File: src/rtl/lom_pkg.sv
// Shared types and constants for the limit order matching block.
// No dependencies; imported by the front end, the engine and the top level.
package lom_pkg;

  localparam int unsigned DEF_ORDER_SLOTS   = 32;
  localparam int unsigned DEF_PRICE_BITS    = 16;
  localparam int unsigned DEF_QUANTITY_BITS = 32;
  localparam int unsigned NUM_BITS          = 32;

  // result word kinds
  typedef enum logic [1:0] {
    KIND_FILL     = 2'd0,
    KIND_RESTED   = 2'd1,
    KIND_EMPTY    = 2'd2,
    KIND_REJECTED = 2'd3
  } kind_e;

  // engine sequencer
  typedef enum logic [1:0] {
    ST_IDLE,
    ST_SCAN,
    ST_DRAIN,
    ST_DECIDE
  } eng_state_e;

endpackage

File: src/rtl/limit_order_matching.sv
// Limit order matching, price-time priority. An idle engine pops an order,
// scans every slot, drains the read port and then decides; an order of zero
// quantity goes from the pop straight to the decide step. Each fill that
// leaves quantity over is followed by a fresh scan of every slot; one that
// uses it up is followed directly by the status word unless the result
// output stalls. One order at a time in the engine, a two-word queue in
// front. Async active-low reset empties book and queue, next order number 1.
module limit_order_matching import lom_pkg::*; #(
  parameter int unsigned ORDER_SLOTS   = DEF_ORDER_SLOTS,
  parameter int unsigned PRICE_BITS    = DEF_PRICE_BITS,
  parameter int unsigned QUANTITY_BITS = DEF_QUANTITY_BITS
) (
  input  logic                     clk_i,
  input  logic                     rst_ni,
  input  logic                     in_valid_i,
  output logic                     in_stall_o,
  input  logic                     is_bid_i,
  input  logic [PRICE_BITS-1:0]    limit_price_i,
  input  logic [QUANTITY_BITS-1:0] order_quantity_i,
  output logic                     out_valid_o,
  input  logic                     out_stall_i,
  output logic [1:0]               kind_o,
  output logic [PRICE_BITS-1:0]    trade_price_o,
  output logic [QUANTITY_BITS-1:0] trade_quantity_o,
  output logic [NUM_BITS-1:0]      order_number_o,
  output logic                     aggressor_buy_o,
  output logic                     last_o
);

  logic                     ord_valid, ord_pop, ord_buy;
  logic [PRICE_BITS-1:0]    ord_limit;
  logic [QUANTITY_BITS-1:0] ord_qty;
  logic [NUM_BITS-1:0]      ord_num;

  // order intake and queue
  lom_front #(
    .PRICE_BITS   (PRICE_BITS),
    .QUANTITY_BITS(QUANTITY_BITS)
  ) u_front (
    .clk_i, .rst_ni, .in_valid_i, .in_stall_o, .is_bid_i, .limit_price_i,
    .order_quantity_i,
    .ord_valid_o(ord_valid), .ord_pop_i(ord_pop), .ord_buy_o(ord_buy),
    .ord_limit_o(ord_limit), .ord_qty_o(ord_qty), .ord_num_o(ord_num)
  );

  // matching engine and book
  lom_engine #(
    .ORDER_SLOTS  (ORDER_SLOTS),
    .PRICE_BITS   (PRICE_BITS),
    .QUANTITY_BITS(QUANTITY_BITS)
  ) u_engine (
    .clk_i, .rst_ni,
    .ord_valid_i(ord_valid), .ord_pop_o(ord_pop), .ord_buy_i(ord_buy),
    .ord_limit_i(ord_limit), .ord_qty_i(ord_qty), .ord_num_i(ord_num),
    .out_valid_o, .out_stall_i, .kind_o, .trade_price_o, .trade_quantity_o,
    .order_number_o, .aggressor_buy_o, .last_o
  );

endmodule

File: src/rtl/lom_front.sv
// Front end: accepts order words, stamps the order number and queues them.
// Depends on lom_pkg.
module lom_front import lom_pkg::*; #(
  parameter int unsigned PRICE_BITS    = DEF_PRICE_BITS,
  parameter int unsigned QUANTITY_BITS = DEF_QUANTITY_BITS
) (
  input  logic                     clk_i,
  input  logic                     rst_ni,
  input  logic                     in_valid_i,
  output logic                     in_stall_o,
  input  logic                     is_bid_i,
  input  logic [PRICE_BITS-1:0]    limit_price_i,
  input  logic [QUANTITY_BITS-1:0] order_quantity_i,
  output logic                     ord_valid_o,
  input  logic                     ord_pop_i,
  output logic                     ord_buy_o,
  output logic [PRICE_BITS-1:0]    ord_limit_o,
  output logic [QUANTITY_BITS-1:0] ord_qty_o,
  output logic [NUM_BITS-1:0]      ord_num_o
);

  logic                     q_buy_q   [2];
  logic [PRICE_BITS-1:0]    q_limit_q [2];
  logic [QUANTITY_BITS-1:0] q_qty_q   [2];
  logic [NUM_BITS-1:0]      q_num_q   [2];
  logic                     wr_ptr_q, rd_ptr_q;
  logic [1:0]               count_q, count_d;
  logic [NUM_BITS-1:0]      next_num_q;
  logic                     push, pop;

  assign in_stall_o  = (count_q == 2'd2);
  assign push        = in_valid_i && !in_stall_o;
  assign ord_valid_o = (count_q != 2'd0);
  assign pop         = ord_pop_i && ord_valid_o;

  assign ord_buy_o   = q_buy_q[rd_ptr_q];
  assign ord_limit_o = q_limit_q[rd_ptr_q];
  assign ord_qty_o   = q_qty_q[rd_ptr_q];
  assign ord_num_o   = q_num_q[rd_ptr_q];

  always_comb begin
    count_d = count_q;
    if (push && !pop) count_d = count_q + 2'd1;
    else if (!push && pop) count_d = count_q - 2'd1;
  end

  // pointers, fill count and order numbering
  always_ff @(posedge clk_i or negedge rst_ni) begin
    if (!rst_ni) begin
      wr_ptr_q   <= 1'b0;
      rd_ptr_q   <= 1'b0;
      count_q    <= 2'd0;
      next_num_q <= NUM_BITS'(1);
    end else begin
      count_q <= count_d;
      if (push) begin
        wr_ptr_q   <= ~wr_ptr_q;
        next_num_q <= next_num_q + NUM_BITS'(1);
      end
      if (pop) rd_ptr_q <= ~rd_ptr_q;
    end
  end

  // queue payload
  always_ff @(posedge clk_i) begin
    if (push) begin
      q_buy_q[wr_ptr_q]   <= is_bid_i;
      q_limit_q[wr_ptr_q] <= limit_price_i;
      q_qty_q[wr_ptr_q]   <= order_quantity_i;
      q_num_q[wr_ptr_q]   <= next_num_q;
    end
  end

endmodule

File: src/rtl/lom_engine.sv
// Back end: scans the slot store for the best crossing order, emits fills
// and the status word, rests or rejects a remainder. Depends on lom_pkg.
module lom_engine import lom_pkg::*; #(
  parameter int unsigned ORDER_SLOTS   = DEF_ORDER_SLOTS,
  parameter int unsigned PRICE_BITS    = DEF_PRICE_BITS,
  parameter int unsigned QUANTITY_BITS = DEF_QUANTITY_BITS
) (
  input  logic                     clk_i,
  input  logic                     rst_ni,
  input  logic                     ord_valid_i,
  output logic                     ord_pop_o,
  input  logic                     ord_buy_i,
  input  logic [PRICE_BITS-1:0]    ord_limit_i,
  input  logic [QUANTITY_BITS-1:0] ord_qty_i,
  input  logic [NUM_BITS-1:0]      ord_num_i,
  output logic                     out_valid_o,
  input  logic                     out_stall_i,
  output logic [1:0]               kind_o,
  output logic [PRICE_BITS-1:0]    trade_price_o,
  output logic [QUANTITY_BITS-1:0] trade_quantity_o,
  output logic [NUM_BITS-1:0]      order_number_o,
  output logic                     aggressor_buy_o,
  output logic                     last_o
);

  localparam int unsigned IW = $clog2(ORDER_SLOTS);

  // slot store
  logic                     slot_vld_q [ORDER_SLOTS];
  logic                     mem_side   [ORDER_SLOTS];
  logic [PRICE_BITS-1:0]    mem_price  [ORDER_SLOTS];
  logic [QUANTITY_BITS-1:0] mem_qty    [ORDER_SLOTS];
  logic [NUM_BITS-1:0]      mem_num    [ORDER_SLOTS];

  logic                     rd_side_q;
  logic [PRICE_BITS-1:0]    rd_price_q;
  logic [QUANTITY_BITS-1:0] rd_qty_q;
  logic [NUM_BITS-1:0]      rd_num_q;
  logic [IW-1:0]            rd_idx_q;
  logic                     rd_vld_q, rd_vld_d;

  eng_state_e               state_q, state_d;
  logic [IW-1:0]            scan_idx_q, scan_idx_d;

  // current order
  logic                     buy_q, buy_d;
  logic [PRICE_BITS-1:0]    limit_q, limit_d;
  logic [QUANTITY_BITS-1:0] rem_q, rem_d;
  logic [NUM_BITS-1:0]      num_q, num_d;

  // best candidate so far
  logic                     found_q, found_d;
  logic [IW-1:0]            best_idx_q, best_idx_d;
  logic [PRICE_BITS-1:0]    best_price_q, best_price_d;
  logic [QUANTITY_BITS-1:0] best_qty_q, best_qty_d;
  logic [NUM_BITS-1:0]      best_age_q, best_age_d;
  logic                     free_found_q, free_found_d;
  logic [IW-1:0]            free_idx_q, free_idx_d;

  // output register
  logic                     out_valid_q, out_valid_d;
  kind_e                    kind_q, kind_d;
  logic [PRICE_BITS-1:0]    price_q, price_d;
  logic [QUANTITY_BITS-1:0] qty_q, qty_d;
  logic [NUM_BITS-1:0]      onum_q, onum_d;
  logic                     obuy_q, obuy_d;
  logic                     last_q, last_d;
  logic                     out_free;

  // store writes
  logic                     we_qty, we_all, clr_vld;
  logic [IW-1:0]            wr_idx;
  logic [QUANTITY_BITS-1:0] wr_qty;

  logic [NUM_BITS-1:0]      age;
  logic                     crosses, better;
  logic [QUANTITY_BITS-1:0] match;

  assign out_free = !out_valid_q || !out_stall_i;
  assign match    = (best_qty_q < rem_q) ? best_qty_q : rem_q;

  // candidate test on the registered read word
  always_comb begin
    age     = (num_q + NUM_BITS'(1)) - rd_num_q;
    crosses = buy_q ? (rd_price_q <= limit_q) : (rd_price_q >= limit_q);
    better  = buy_q ? (rd_price_q < best_price_q) : (rd_price_q > best_price_q);
    better  = better || ((rd_price_q == best_price_q) && (age > best_age_q));
  end

  // sequencer
  always_comb begin
    state_d      = state_q;
    scan_idx_d   = scan_idx_q;
    buy_d        = buy_q;
    limit_d      = limit_q;
    rem_d        = rem_q;
    num_d        = num_q;
    found_d      = found_q;
    best_idx_d   = best_idx_q;
    best_price_d = best_price_q;
    best_qty_d   = best_qty_q;
    best_age_d   = best_age_q;
    free_found_d = free_found_q;
    free_idx_d   = free_idx_q;
    out_valid_d  = out_valid_q && out_stall_i;
    kind_d       = kind_q;
    price_d      = price_q;
    qty_d        = qty_q;
    onum_d       = onum_q;
    obuy_d       = obuy_q;
    last_d       = last_q;
    ord_pop_o    = 1'b0;
    rd_vld_d     = 1'b0;
    we_qty       = 1'b0;
    we_all       = 1'b0;
    clr_vld      = 1'b0;
    wr_idx       = best_idx_q;
    wr_qty       = best_qty_q - match;

    // fold in the word read last cycle
    if (rd_vld_q) begin
      if (slot_vld_q[rd_idx_q]) begin
        if ((rd_side_q != buy_q) && crosses && (!found_q || better)) begin
          found_d      = 1'b1;
          best_idx_d   = rd_idx_q;
          best_price_d = rd_price_q;
          best_qty_d   = rd_qty_q;
          best_age_d   = age;
        end
      end else if (!free_found_q) begin
        free_found_d = 1'b1;
        free_idx_d   = rd_idx_q;
      end
    end

    case (state_q)
      ST_IDLE: begin
        if (ord_valid_i) begin
          ord_pop_o    = 1'b1;
          buy_d        = ord_buy_i;
          limit_d      = ord_limit_i;
          rem_d        = ord_qty_i;
          num_d        = ord_num_i;
          found_d      = 1'b0;
          free_found_d = 1'b0;
          scan_idx_d   = '0;
          state_d      = (ord_qty_i == '0) ? ST_DECIDE : ST_SCAN;
        end
      end
      ST_SCAN: begin
        rd_vld_d   = 1'b1;
        scan_idx_d = scan_idx_q + IW'(1);
        if (scan_idx_q == IW'(ORDER_SLOTS - 1)) state_d = ST_DRAIN;
      end
      ST_DRAIN: begin
        state_d = ST_DECIDE;
      end
      ST_DECIDE: begin
        if (out_free) begin
          out_valid_d = 1'b1;
          onum_d      = num_q;
          obuy_d      = buy_q;
          if (rem_q == '0) begin
            kind_d  = KIND_EMPTY;
            price_d = limit_q;
            qty_d   = '0;
            last_d  = 1'b1;
            state_d = ST_IDLE;
          end else if (found_q) begin
            // one fill against the best resting order
            kind_d       = KIND_FILL;
            price_d      = best_price_q;
            qty_d        = match;
            last_d       = 1'b0;
            we_qty       = 1'b1;
            clr_vld      = (wr_qty == '0);
            rem_d        = rem_q - match;
            found_d      = 1'b0;
            free_found_d = 1'b0;
            scan_idx_d   = '0;
            state_d      = (rem_q == match) ? ST_DECIDE : ST_SCAN;
          end else if (free_found_q) begin
            kind_d  = KIND_RESTED;
            price_d = limit_q;
            qty_d   = rem_q;
            last_d  = 1'b1;
            we_all  = 1'b1;
            wr_idx  = free_idx_q;
            state_d = ST_IDLE;
          end else begin
            kind_d  = KIND_REJECTED;
            price_d = limit_q;
            qty_d   = rem_q;
            last_d  = 1'b1;
            state_d = ST_IDLE;
          end
        end
      end
      default: state_d = ST_IDLE;
    endcase
  end

  // control registers
  always_ff @(posedge clk_i or negedge rst_ni) begin
    if (!rst_ni) begin
      state_q      <= ST_IDLE;
      out_valid_q  <= 1'b0;
      rd_vld_q     <= 1'b0;
      found_q      <= 1'b0;
      free_found_q <= 1'b0;
      scan_idx_q   <= '0;
      for (int i = 0; i < ORDER_SLOTS; i++) slot_vld_q[i] <= 1'b0;
    end else begin
      state_q      <= state_d;
      out_valid_q  <= out_valid_d;
      rd_vld_q     <= rd_vld_d;
      found_q      <= found_d;
      free_found_q <= free_found_d;
      scan_idx_q   <= scan_idx_d;
      if (clr_vld) slot_vld_q[wr_idx] <= 1'b0;
      if (we_all)  slot_vld_q[wr_idx] <= 1'b1;
    end
  end

  // datapath registers
  always_ff @(posedge clk_i) begin
    buy_q        <= buy_d;
    limit_q      <= limit_d;
    rem_q        <= rem_d;
    num_q        <= num_d;
    best_idx_q   <= best_idx_d;
    best_price_q <= best_price_d;
    best_qty_q   <= best_qty_d;
    best_age_q   <= best_age_d;
    free_idx_q   <= free_idx_d;
    kind_q       <= kind_d;
    price_q      <= price_d;
    qty_q        <= qty_d;
    onum_q       <= onum_d;
    obuy_q       <= obuy_d;
    last_q       <= last_d;
    rd_idx_q     <= scan_idx_q;
  end

  // slot store: one write port, one registered read port
  always_ff @(posedge clk_i) begin
    if (we_all) begin
      mem_side[wr_idx]  <= buy_q;
      mem_price[wr_idx] <= limit_q;
      mem_qty[wr_idx]   <= rem_q;
      mem_num[wr_idx]   <= num_q;
    end else if (we_qty) begin
      mem_qty[wr_idx]   <= wr_qty;
    end
    rd_side_q  <= mem_side[scan_idx_q];
    rd_price_q <= mem_price[scan_idx_q];
    rd_qty_q   <= mem_qty[scan_idx_q];
    rd_num_q   <= mem_num[scan_idx_q];
  end

  assign out_valid_o      = out_valid_q;
  assign kind_o           = kind_q;
  assign trade_price_o    = price_q;
  assign trade_quantity_o = qty_q;
  assign order_number_o   = onum_q;
  assign aggressor_buy_o  = obuy_q;
  assign last_o           = last_q;

endmodule

File: config.mk
export PLATFORM = sky130hd
export DESIGN_NAME = limit_order_matching
export DESIGN_NICKNAME = d
export VERILOG_FILES = /design/src/rtl/lom_pkg.sv /design/src/rtl/limit_order_matching.sv /design/src/rtl/lom_front.sv /design/src/rtl/lom_engine.sv
export SDC_FILE = /design/constraint.sdc
export NUM_CORES = 2
export LEC_CHECK = 0
export BUFFER_PORTS_ARGS = -buffer_cell sky130_fd_sc_hd__buf_2
export CORE_UTILIZATION = 40
export CTS_CLUSTER_DIAMETER = 30
export DETAILED_ROUTE_END_ITERATION = 8
export PLACE_DENSITY = 0.53
export SETUP_SLACK_MARGIN = 0.2
export SLEW_MARGIN = 20
export SYNTH_ARGS = -nofsm -noshare
export SYNTH_HDL_FRONTEND = slang
export SYNTH_SLANG_ARGS = --single-unit
File: constraint.sdc
create_clock -name clk_i -period 26.3 [get_ports clk_i]
set_input_delay 5.26 -clock clk_i [delete_from_list [all_inputs] [get_ports clk_i]]
set_output_delay 5.26 -clock clk_i [all_outputs]
set_load 0.03 [all_outputs]
==> qor.csv <==
metric,value,unit
First-pass DRT Iterations,5,
Nets,7341,
IO Pins,139,
Sw Share,30.8,%
pin count of the biggest net entering global routing,118,
initial DRC count,6717,
Period minus WS final,8.94,ns
Netlist Area Pre-Place,127000,um2
crit-path max FO,41,
Longest Clk Path Bufs,4,
Highest Clock Rate,112,MHz
share of flip-flops with an asynchronous set or reset,2.49,%
clk sinks,3174,
syn nets,6661,
Rows,206,
Initial Utilization,40.3,%
first-pass GRT wire length,505000,um
Synth warnings,0,
outcome,"complete, no violations",
synthesis-stage register bit count,3174,
Via density,5.63,
ys flop type,edfxtp_1,
Leak,52.2,nW
Synth-to-Final Area Change,22.6,%
TNS Setup,0,ns
TritonCTS clock tree,done,
Slew HR,24.8,%
"commonest cells after routing, fill and taps aside","edfxtp_1 (3009), mux4_2 (820), clkbuf_16 (639)",
CP Capture Type,flop,
antenna violations before repair,18,
die area,321000,um2
grt ovf,0,
Crit Path Class,input pin to flop,
CTS Hold Bufs,0,
"Reg clk slew, reported paths",0.05,ns
fin crit share,34.0,%
clk_skew,0.118,ns
vias post-DR,66400,
layout cell share with drive strength beyond 1,31.3,%
Min-Delay Path Class,flop to flop,
number of CTS-inserted buffers,629,
"EDFF count, synth",3009,
Port Buffers,138,
H-tree depth,6,
final hold vios,0,
max_cap viols,0,
mean post-synth cell area,19.9,um2
Root Driver,clkbuf_16,
Clock Power Share,41.1,%
Routed Wire Length,354000,um
unrepaired setup endpoints after global routing,false,
# Post-CTS Setup Buffers,0,
Max Slew Vio Count,0,
Critical Path Source Type,input pin,
fin area,156000,um2
Psw,5.99,mW
"Clk Latency, worst-skew pair",1.06,ns
DRC violations left,0,
number of distinct library cells after synthesis,93,
GP Congestion,0.903,
post-synthesis sequential area ratio,73.8,%
GRT Total Usage,21.9,%
Max VDD drop,0.0834,mV
Worst-Margin Slew,1.12,ns
Avg WL per Cell,30.0,um
Resize count post-CTS,0,
Worst Path Arrival,9.52,ns
Power Dens Cells,125,nW/um2
Total Power,19.5,mW
Synth Instances,6408,
Seq pwr share,34.3,%
vias in the first global route,68200,
Die W,566,um
combinational power share,24.5,%
detailed placement HPWL,212000,um
Critical Path RT,26.88,ns
Placeable Area,316000,um2
final setup fails,0,
Pint,13.5,mW
Detail Route Antenna Nets,0,
Die Y,566,um
"most common cell after layout, fill and taps aside",edfxtp_1,
Placed Area,134000,um2
-- cells by family after synthesis --
family / share of synthesized area [%]
flops: 73.8
mux: 15.5
simple gates: 3.27
compound gates: 3.00
buf+inv: 1.39
fa+ha+maj: 2.18
xor+xnor: 0.791
-- synthesized netlist by cell type (65+ instances only) --
master / count / area (um2)
nand2_1: 338 / 1270
nor2_1: 265 / 995
edfxtp_1: 3009 / 90400
buf_1: 65 / 244
inv_1: 175 / 657
clkbuf_1: 201 / 754
dfrtp_1: 78 / 1950
ha_1: 197 / 2460
a21oi_1: 141 / 706
mux2_2: 93 / 1050
xnor2_1: 87 / 762
o21ai_0: 145 / 726
dfxtp_1: 86 / 1720
mux4_2: 820 / 18500
-- worst max-delay path, stage by stage --
cell	delay (ns)
buf_2	0.11
nand2_1	0.07
and2_4	0.56
nand3_1	0.73
mux2i_1	0.65
nand2_1	0.62
nor2_4	0.84
buf_4	0.54
-- path summary, 6_finish.rpt --
check                                         startpoint                              endpoint  slack, ns  cells after the start
max                                          out_stall_i  u_engine.mem_price[15][15]$_DFFE_PP_      17.36                      8
min reg2reg                u_engine.rd_qty_q[19]$_DFF_P_     u_engine.best_qty_q[19]$_DFFE_PP_       0.40                      0
max reg2reg                 u_engine.rem_q[17]$_DFFE_PP_     u_engine.slot_vld_q[21]$_DFF_PN0_      17.79                     25
max in group asynchronous                         rst_ni    u_engine.scan_idx_q[1]$_DFFE_PN0P_      21.18                      2
min                        u_engine.rd_qty_q[19]$_DFF_P_     u_engine.best_qty_q[19]$_DFFE_PP_       0.40                      0
min in group asynchronous                         rst_ni          u_front.rd_ptr_q$_DFFE_PN0P_       4.11                      1
-- state kept, by name, indices dropped and copies added, names as in the netlist, 64 cells and up --
register            count
u_front.q_qty_q        64
u_engine.mem_num     1024
u_engine.mem_qty     1024
u_front.q_num_q        64
u_engine.mem_price    512
-- per-layer routing --
metal  GRT usage [%]  vias to the layer above  part of all wire [%]
li1                -                    27900                     -
met1            30.5                    35500                    42
met2            35.4                     2531                    48
met3            3.94                      534                   6.6
met4            6.06                        2                   2.5
met5               0                        -                0.0025
-- power groups by stage --
stage / clock network [mW] / logic, mW / registers [mW]
after floorplan: 0 / 2.86 / 6.87
after global placement: 0 / 4.74 / 6.77
after detailed placement: 0 / 4.81 / 6.77
after CTS: 8.12 / 4.83 / 6.68
after global routing: 8.37 / 5.15 / 6.70
final: 8.00 / 4.78 / 6.68
-- stage by stage --
| stage | std cells | hold slack [ns] | util [%] | setup slack (ns) |
|---|---|---|---|---|
| floorplan | 6408 | 0.345 | - | 14.12 |
| global placement | 10600 | 0.390 | 42.5 | 16.40 |
| detailed placement | 10600 | 0.389 | 42.6 | 16.29 |
| CTS | 11800 | 0.395 | 49.4 | 17.33 |
| global route | 11800 | 0.404 | 49.4 | 17.00 |
| finish | 11800 | 0.395 | 49.4 | 17.36 |
-- area by class of cell --
type | instances | area, um2
Sequential cell | 3174 | 94100
Fill cell | 25700 | 160000
Timing Repair Buffer | 334 | 2260
Clock inverter | 430 | 5180
Tap cell | 4160 | 5200
Antenna cell | 5 | 12.5
Inverter | 175 | 666
Multi-Input combinational cell | 2774 | 32300
Clock buffer | 738 | 16500
Note: power is estimated with default switching activity, not from simulation.
